### config.mk
export PLATFORM = sky130hd
export DESIGN_NAME = modular_inverse_flat
export DESIGN_NICKNAME = d
export VERILOG_FILES = /design/src/hdl/mi_pkg.sv /design/src/hdl/mi_channels.sv /design/src/hdl/modular_inverse.sv /design/src/flat_wrapper.sv
export SDC_FILE = /design/constraint.sdc
export NUM_CORES = 1
export LEC_CHECK = 0
export BUFFER_PORTS_ARGS = -buffer_cell sky130_fd_sc_hd__buf_2
export CAP_MARGIN = 30
export CELL_PAD_IN_SITES_DETAIL_PLACEMENT = 2
export CELL_PAD_IN_SITES_GLOBAL_PLACEMENT = 2
export CORE_UTILIZATION = 41
export DETAILED_ROUTE_END_ITERATION = 16
export PLACE_DENSITY_LB_ADDON = 0.1
export SLEW_MARGIN = 10
export SYNTH_ARGS = -nofsm -noshare
export SYNTH_HDL_FRONTEND = slang
export SYNTH_SLANG_ARGS = --single-unit
### constraint.sdc
create_clock -name clk -period 10.35 [get_ports clk]
set_input_delay 2.07 -clock clk [delete_from_list [all_inputs] [get_ports clk]]
set_output_delay 2.07 -clock clk [all_outputs]
set_load 0.02 [all_outputs]
### src/hdl/mi_pkg.sv
package mi_pkg;

  typedef enum logic [1:0] {
    ST_IDLE,
    ST_RUN,
    ST_FIN,
    ST_DONE
  } state_t;

endpackage

### src/hdl/mi_channels.sv
interface mi_cfg_if #(parameter int WORD_BITS = 32);
  logic                 valid;
  logic                 ready;
  logic [WORD_BITS-1:0] modulus;

  modport source (output valid, output modulus, input ready);
  modport sink   (input valid, input modulus, output ready);
endinterface

interface mi_value_if #(parameter int WORD_BITS = 32);
  logic                 valid;
  logic                 ready;
  logic [WORD_BITS-1:0] value;

  modport source (output valid, output value, input ready);
  modport sink   (input valid, input value, output ready);
endinterface

interface mi_inverse_if #(parameter int WORD_BITS = 32);
  logic                 valid;
  logic                 ready;
  logic [WORD_BITS-1:0] inverse;

  modport source (output valid, output inverse, input ready);
  modport sink   (input valid, input inverse, output ready);
endinterface

### src/hdl/modular_inverse.sv
// Channel   Direction  Payload             Meaning
// cfg       in         modulus [W-1:0]     modulus register, reset value 1
// operand   in         value   [W-1:0]     number to be inverted
// result    out        inverse [W-1:0]     value^-1 mod modulus (0 for modulus 0 or 1)
//
// Each Euclid round runs the restoring divide step and the shift-and-add
// modular multiply step side by side in ST_RUN, then updates the coefficient
// in ST_FIN. A full item takes about 46 rounds at most for 32-bit words; a
// modulus of 0 or 1 skips the rounds and goes straight to ST_DONE.
// Reset is synchronous and sets the modulus to 1. A new transaction is taken
// while the previous result still waits on the result channel; the block then
// holds its finished item in ST_DONE until that result has been taken.
module modular_inverse
  import mi_pkg::*;
#(
  parameter int WORD_BITS = 32
) (
  input  logic            clk,
  input  logic            rst,
  mi_cfg_if.sink          cfg,
  mi_value_if.sink        operand,
  mi_inverse_if.source    result
);

  localparam int CW = $clog2(WORD_BITS + 1);
  localparam logic [CW-1:0] LAST_STEP = CW'(WORD_BITS);

  state_t state, state_next;

  logic [WORD_BITS-1:0] modulus;
  logic [CW-1:0]        cnt;
  logic [WORD_BITS-1:0] a;
  logic [WORD_BITS-1:0] d;
  logic [WORD_BITS-1:0] rem;
  logic [WORD_BITS-1:0] cur;
  logic [WORD_BITS-1:0] nxt;
  logic [WORD_BITS-1:0] prod;
  logic                 qbit;
  logic                 out_valid;
  logic [WORD_BITS-1:0] out_inverse;

  logic start, div_en, mul_en, next_round, deliver, trivial;

  // Divide step: shift one dividend bit into the partial remainder.
  logic [WORD_BITS:0]   div_x, div_diff;
  logic                 div_ge;

  // Multiply step: prod = 2*prod + qbit*nxt, reduced by up to two moduli.
  logic [WORD_BITS+1:0] mul_s, mul_s1, mul_s2, mul_n1, mul_n2, mul_next;

  logic [WORD_BITS-1:0] fin_sub, fin_nxt;

  assign trivial = (modulus[WORD_BITS-1:1] == '0);

  assign div_x    = {rem, a[WORD_BITS-1]};
  assign div_ge   = (div_x >= {1'b0, d});
  assign div_diff = div_x - {1'b0, d};

  assign mul_n1   = {2'b00, modulus};
  assign mul_n2   = {1'b0, modulus, 1'b0};
  assign mul_s    = {1'b0, prod, 1'b0} + (qbit ? {2'b00, nxt} : '0);
  assign mul_s1   = mul_s - mul_n1;
  assign mul_s2   = mul_s - mul_n2;

  always_comb begin
    if (mul_s >= mul_n2) begin
      mul_next = mul_s2;
    end else if (mul_s >= mul_n1) begin
      mul_next = mul_s1;
    end else begin
      mul_next = mul_s;
    end
  end

  // The difference wraps when negative; adding the modulus brings it back.
  assign fin_sub = cur - prod;
  assign fin_nxt = (cur >= prod) ? fin_sub : fin_sub + modulus;

  // Next state
  always_comb begin
    state_next = state;
    unique case (state)
      ST_IDLE: begin
        if (operand.valid) begin
          state_next = trivial ? ST_DONE : ST_RUN;
        end
      end
      ST_RUN: begin
        if (cnt == LAST_STEP) begin
          state_next = ST_FIN;
        end
      end
      ST_FIN: begin
        state_next = (rem != '0) ? ST_RUN : ST_DONE;
      end
      ST_DONE: begin
        if (!out_valid || result.ready) begin
          state_next = ST_IDLE;
        end
      end
      default: state_next = ST_IDLE;
    endcase
  end

  // Control strobes
  always_comb begin
    start      = 1'b0;
    div_en     = 1'b0;
    mul_en     = 1'b0;
    next_round = 1'b0;
    deliver    = 1'b0;
    unique case (state)
      ST_IDLE: start = operand.valid;
      ST_RUN: begin
        div_en = (cnt != LAST_STEP);
        mul_en = (cnt != '0);
      end
      ST_FIN:  next_round = (rem != '0);
      ST_DONE: deliver = !out_valid || result.ready;
      default: ;
    endcase
  end

  assign operand.ready  = (state == ST_IDLE);
  assign cfg.ready      = 1'b1;
  assign result.valid   = out_valid;
  assign result.inverse = out_inverse;

  always_ff @(posedge clk) begin
    if (rst) begin
      state     <= ST_IDLE;
      modulus   <= WORD_BITS'(1);
      cnt       <= '0;
      out_valid <= 1'b0;
    end else begin
      state <= state_next;
      if (cfg.valid) begin
        modulus <= cfg.modulus;
      end
      if (start || next_round) begin
        cnt <= '0;
      end else if (state == ST_RUN) begin
        cnt <= cnt + CW'(1);
      end
      if (deliver) begin
        out_valid <= 1'b1;
      end else if (result.ready) begin
        out_valid <= 1'b0;
      end
    end
  end

  always_ff @(posedge clk) begin
    if (start) begin
      a    <= operand.value;
      d    <= modulus;
      cur  <= WORD_BITS'(1);
      nxt  <= '0;
      rem  <= '0;
      prod <= '0;
    end else if (next_round) begin
      a    <= d;
      d    <= rem;
      cur  <= nxt;
      nxt  <= fin_nxt;
      rem  <= '0;
      prod <= '0;
    end else begin
      if (div_en) begin
        rem  <= div_ge ? div_diff[WORD_BITS-1:0] : div_x[WORD_BITS-1:0];
        qbit <= div_ge;
        a    <= {a[WORD_BITS-2:0], 1'b0};
      end
      if (mul_en) begin
        prod <= mul_next[WORD_BITS-1:0];
      end
    end
    if (deliver) begin
      out_inverse <= nxt;
    end
  end

  a_trivial_skips: assert property (@(posedge clk) disable iff (rst)
    (operand.valid && operand.ready && trivial) |=> (state == ST_DONE && nxt == '0))
    else $error("modulus 0 or 1 must give an immediate zero result");

  a_step_bound: assert property (@(posedge clk) disable iff (rst)
    (state == ST_RUN) |-> (cnt <= LAST_STEP))
    else $error("step counter ran past the word width");

  a_rem_below_divisor: assert property (@(posedge clk) disable iff (rst)
    (state == ST_RUN || state == ST_FIN) |-> (rem < d))
    else $error("partial remainder not below divisor");

  a_residues_reduced: assert property (@(posedge clk) disable iff (rst)
    (state == ST_RUN || state == ST_FIN) |-> (cur < modulus && nxt < modulus
                                              && prod < modulus))
    else $error("coefficient or product left unreduced");

  a_result_held: assert property (@(posedge clk) disable iff (rst)
    (state == ST_DONE && out_valid && !result.ready) |=> (state == ST_DONE))
    else $error("result overwritten while the previous one waits");

endmodule
### src/flat_wrapper.sv
// flat-port wrapper written by rule: the top's interface ports become plain ports
module modular_inverse_flat import mi_pkg::*;
#(
  parameter int WORD_BITS = 32
)
  (clk, rst, cfg_valid, cfg_modulus, cfg_ready, operand_valid, operand_value, operand_ready, result_valid, result_inverse, result_ready);
  mi_cfg_if #(.WORD_BITS(WORD_BITS)) cfg_i ();
  mi_value_if #(.WORD_BITS(WORD_BITS)) operand_i ();
  mi_inverse_if #(.WORD_BITS(WORD_BITS)) result_i ();
  input  logic clk;
  input  logic rst;
  input wire logic [$bits(cfg_i.valid)-1:0] cfg_valid;
  input wire logic [$bits(cfg_i.modulus)-1:0] cfg_modulus;
  output wire logic [$bits(cfg_i.ready)-1:0] cfg_ready;
  input wire logic [$bits(operand_i.valid)-1:0] operand_valid;
  input wire logic [$bits(operand_i.value)-1:0] operand_value;
  output wire logic [$bits(operand_i.ready)-1:0] operand_ready;
  output wire logic [$bits(result_i.valid)-1:0] result_valid;
  output wire logic [$bits(result_i.inverse)-1:0] result_inverse;
  input wire logic [$bits(result_i.ready)-1:0] result_ready;
  assign cfg_i.valid = cfg_valid;
  assign cfg_i.modulus = cfg_modulus;
  assign cfg_ready = cfg_i.ready;
  assign operand_i.valid = operand_valid;
  assign operand_i.value = operand_value;
  assign operand_ready = operand_i.ready;
  assign result_valid = result_i.valid;
  assign result_inverse = result_i.inverse;
  assign result_i.ready = result_ready;
  modular_inverse #(.WORD_BITS(WORD_BITS)) u_core (.clk(clk), .rst(rst), .cfg(cfg_i), .operand(operand_i), .result(result_i));
endmodule
==> impl_metrics.tcl <==
set metrics [dict create \
    outcome "completed" \
    start_util 0.415 \
    drc 0 \
    placed_area_um2 21900 \
    grt_usage 0.318 \
    cts_buffers 36 \
    maxSlewHeadroom 0.334 \
    cpPeakStageDelay_ps 530 \
    synth_compound_area_frac 0.255 \
    worst_r2r_path_depth 27 \
    r2r_start "u_core.qbit$_DFFE_PP_" \
    postCtsSetupRepairBufs 0 \
    clockPowerShare 0.134 \
    gp_congestion 0.909 \
    post_cts_resized 0 \
    worstHoldStart "u_core.cur[17]$_SDFFE_PP0P_" \
    hold_viol 0 \
    die_width_um 227 \
    vias 20100 \
    final_area_um2 23100 \
    worstSetupEndpointType "register" \
    ys_warn_count 0 \
    switching_power_mw 4.84 \
    internal-power_mw 4.52 \
    antenna_found_initial 0 \
    num_rows 82 \
    drv_slew 0 \
    avgRoutedWirePerCell_um 24.9 \
    path_max_fanout 42 \
    yosysTopAreaCell "dfxtp_1" \
    top_layer_used "met4" \
    synth_cell_types 86 \
    cts_hold_buf 0 \
    synth_xor_area_frac 0.0670 \
    syn_nets 2836 \
    drv_cap 0 \
    ys.flop_type "dfxtp_1" \
    critical_path_depth 27 \
    cp-startpoint "u_core.qbit$_DFFE_PP_" \
    grt_first_pass_wirelength_um 126000 \
    synth_top_area_share 0.163 \
    synth_edf_count 97 \
    cts_sinks 266 \
    wl_um 82700 \
    synthMuxAreaShare 0.0266 \
    swShare 0.517 \
    drt_first_pass_iters 5 \
    hpwl_um 61900 \
    arrival_ps 7470 \
    clk_pin_slew_ps 60 \
    drive_above_1_share 0.0805 \
    overflow 0 \
    critPathLaunchType "register" \
    core_area_um2 50100 \
    grt_max_degree 78 \
    grt_pass1_vias 21700 \
    die_area_um2 51600 \
    ctsLongestPathBuffers 3 \
    power_frac_seq 0.174 \
    critPathBufInv 4 \
    fin_nets 2887 \
    ys_seq_area_frac 0.303 \
    pwr-share-comb 0.692 \
    num_io_pins 104 \
    crit_required_ps 10790 \
    max_freq_mhz 142 \
    die_y_um 227 \
    p_leak_nw 10.1 \
    critical_path_class "reg2reg" \
    layout_min_cycle_time_ps 7020 \
    synth-simple-area-share 0.177 \
    drtIter0Drc 965 \
    ant_nets 0 \
    crit_family "compound AO/OA/AOI/OAI gates" \
    setup_tns_ps 0 \
    antenna_cells 0 \
    cts_tree "done" \
    synthCells 2569 \
    n_fill_cell 5717 \
    rsz0062_at_grt "no" \
    cts_max_level 2 \
    synth-adder-area-share 0.121 \
    power_density_nw_per_um2 406 \
    hold_depth 2 \
    clk_latency_ps 580 \
    synth.avg_cell_area_um2 8.08 \
    hp-class "reg2reg" \
    root_buffer "clkbuf_16" \
    fin_skew_ps 35.0 \
    cp_slowest_cell "a211oi_1" \
    vdd_drop_max_mv 0.377 \
    async_reset_ff_frac 0 \
    synth_top_family_by_area "compound AO/OA/AOI/OAI gates" \
    netlist_top_cells_area "dfxtp_1, edfxtp_1, ha_1" \
    wirelength_met1_um 36900 \
    met2WireLength_um 39200 \
    worst_slew_pin_slew_ps 999 \
    met3_length_um 3010 \
    viasPerCell 6.05 \
    fin_crit_sh 0.678 \
    ys_seq_elements 266 \
    areaGrowthSynthToFinish_pct 11.1 \
    setup_violations 0 \
    io_buffer_count 102 \
    synth_area_um2 20800 \
]
cell families after synthesis:
family | count (synthesis)
AND/OR/NAND/NOR | 787
buffers and inverters | 264
AO/OA/AOI/OAI | 839
multiplexers | 55
other | 1
flip-flops | 266
adder cells (fa/ha/maj) | 198
XOR/XNOR | 159
final cells by class:
class,instances,area (um2),area share
inverter,152,571,0.0247
sequential,266,6300,0.273
clock inverter,13,129,0.00559
timing repair buffer,125,728,0.0316
tap,672,841,0.0365
clock buffer,52,1010,0.0438
multi-input combinational,2039,13500,0.585
worst reg2reg max path, cell delays in order (launching register included):
cell       delay, ps
edfxtp_1         320
buf_4            260
and2_1           210
ha_1             230
inv_1             70
fa_1             400
nand2b_1         190
a21oi_1          240
o21ai_0          200
a211oi_1         530
nor2_1           150
a31oi_1          250
a21o_1           160
a21oi_1           70
xnor2_1          390
ha_1             390
and3_1           270
and4_1           220
a21oi_1          130
o21ai_0          150
a2111oi_0        430
nor3_1           140
a211o_1          310
buf_4            260
nor2_1           190
buf_4            220
nand2_1          180
o221a_2          330
cells in the mapped netlist, types with 20 or more instances:
master      n
a21oi_1   268
nand2_1   263
nor2_1    193
ha_1      192
o21ai_0   191
dfxtp_1   169
inv_1     151
xnor2_1   104
clkbuf_1   97
edfxtp_1   97
nand3_1    91
a21o_1     87
xor2_1     55
mux2i_1    54
and2_1     37
nor3_1     35
a22oi_1    32
o21a_1     32
nand2b_1   31
a31oi_1    28
nand4_1    28
and3_1     27
a211oi_1   25
nor2b_1    25
nor4_1     21
o211ai_1   21
o21bai_1   20
per-layer routing:
layer  GRT usage  vias up
li1            -     9422
met1       0.402    10100
met2       0.539      414
met3      0.0383      146
met4       0.145        0
met5           0        -
power by group through the flow:
stage	combinational, mW	clock [mW]	sequential, mW
floorplan	4.71	0	1.51
global placement	6.01	0	1.63
detailed placement	6.30	0	1.63
CTS	6.43	1.28	1.62
global route	7.06	1.32	1.65
finish	6.47	1.26	1.62
final timing paths:
kind         slack (ps)                           end
max                3330  u_core.prod[30]$_SDFFE_PP0P_
min                 470   u_core.cur[17]$_SDFFE_PP0P_
max reg2reg        3330  u_core.prod[30]$_SDFFE_PP0P_
min reg2reg         470   u_core.cur[17]$_SDFFE_PP0P_
flip-flops by register name (all words and copies together), names as in the netlist:
signal                 flops
u_core.a                  32
u_core.modulus            32
u_core.state               2
u_core.result.inverse     32
u_core.rem                32
u_core.cur                32
u_core.qbit                1
u_core.d                  32
u_core.cnt                 6
u_core.result.valid        1
u_core.nxt                32
u_core.prod               32
placed cells by master (no fill, tap or decap), types with 11 or more instances in the layout:
master     count
a21oi_1      268
nand2_1      262
ha_1         192
nor2_1       191
o21ai_0      190
dfxtp_1      169
inv_1        151
xnor2_1      104
buf_2        102
edfxtp_1      97
nand3_1       91
a21o_1        87
xor2_1        55
mux2i_1       53
and2_1        36
clkbuf_16     36
nor3_1        35
o21a_1        32
a22oi_1       32
nand2b_1      31
a31oi_1       28
nand4_1       28
and3_1        27
nor2b_1       25
a211oi_1      25
o211ai_1      21
nor4_1        21
o21bai_1      20
buf_4         20
o31ai_1       16
clkbuf_1      11
stage by stage:
stage	utilization	hold slack, ps	cells	setup WS (ps)	total power [mW]
2_1_floorplan	-	438	2569	5150	6.22
3_3_place_gp	0.437	447	3251	3640	7.63
3_5_place_dp	0.437	457	3253	3410	7.94
4_1_cts	0.460	465	3318	3330	9.33
5_1_grt	0.461	486	3319	2920	10.0
6_report	0.461	466	3319	3330	9.35
No activity file was read; power rests on OpenSTA's default activity.
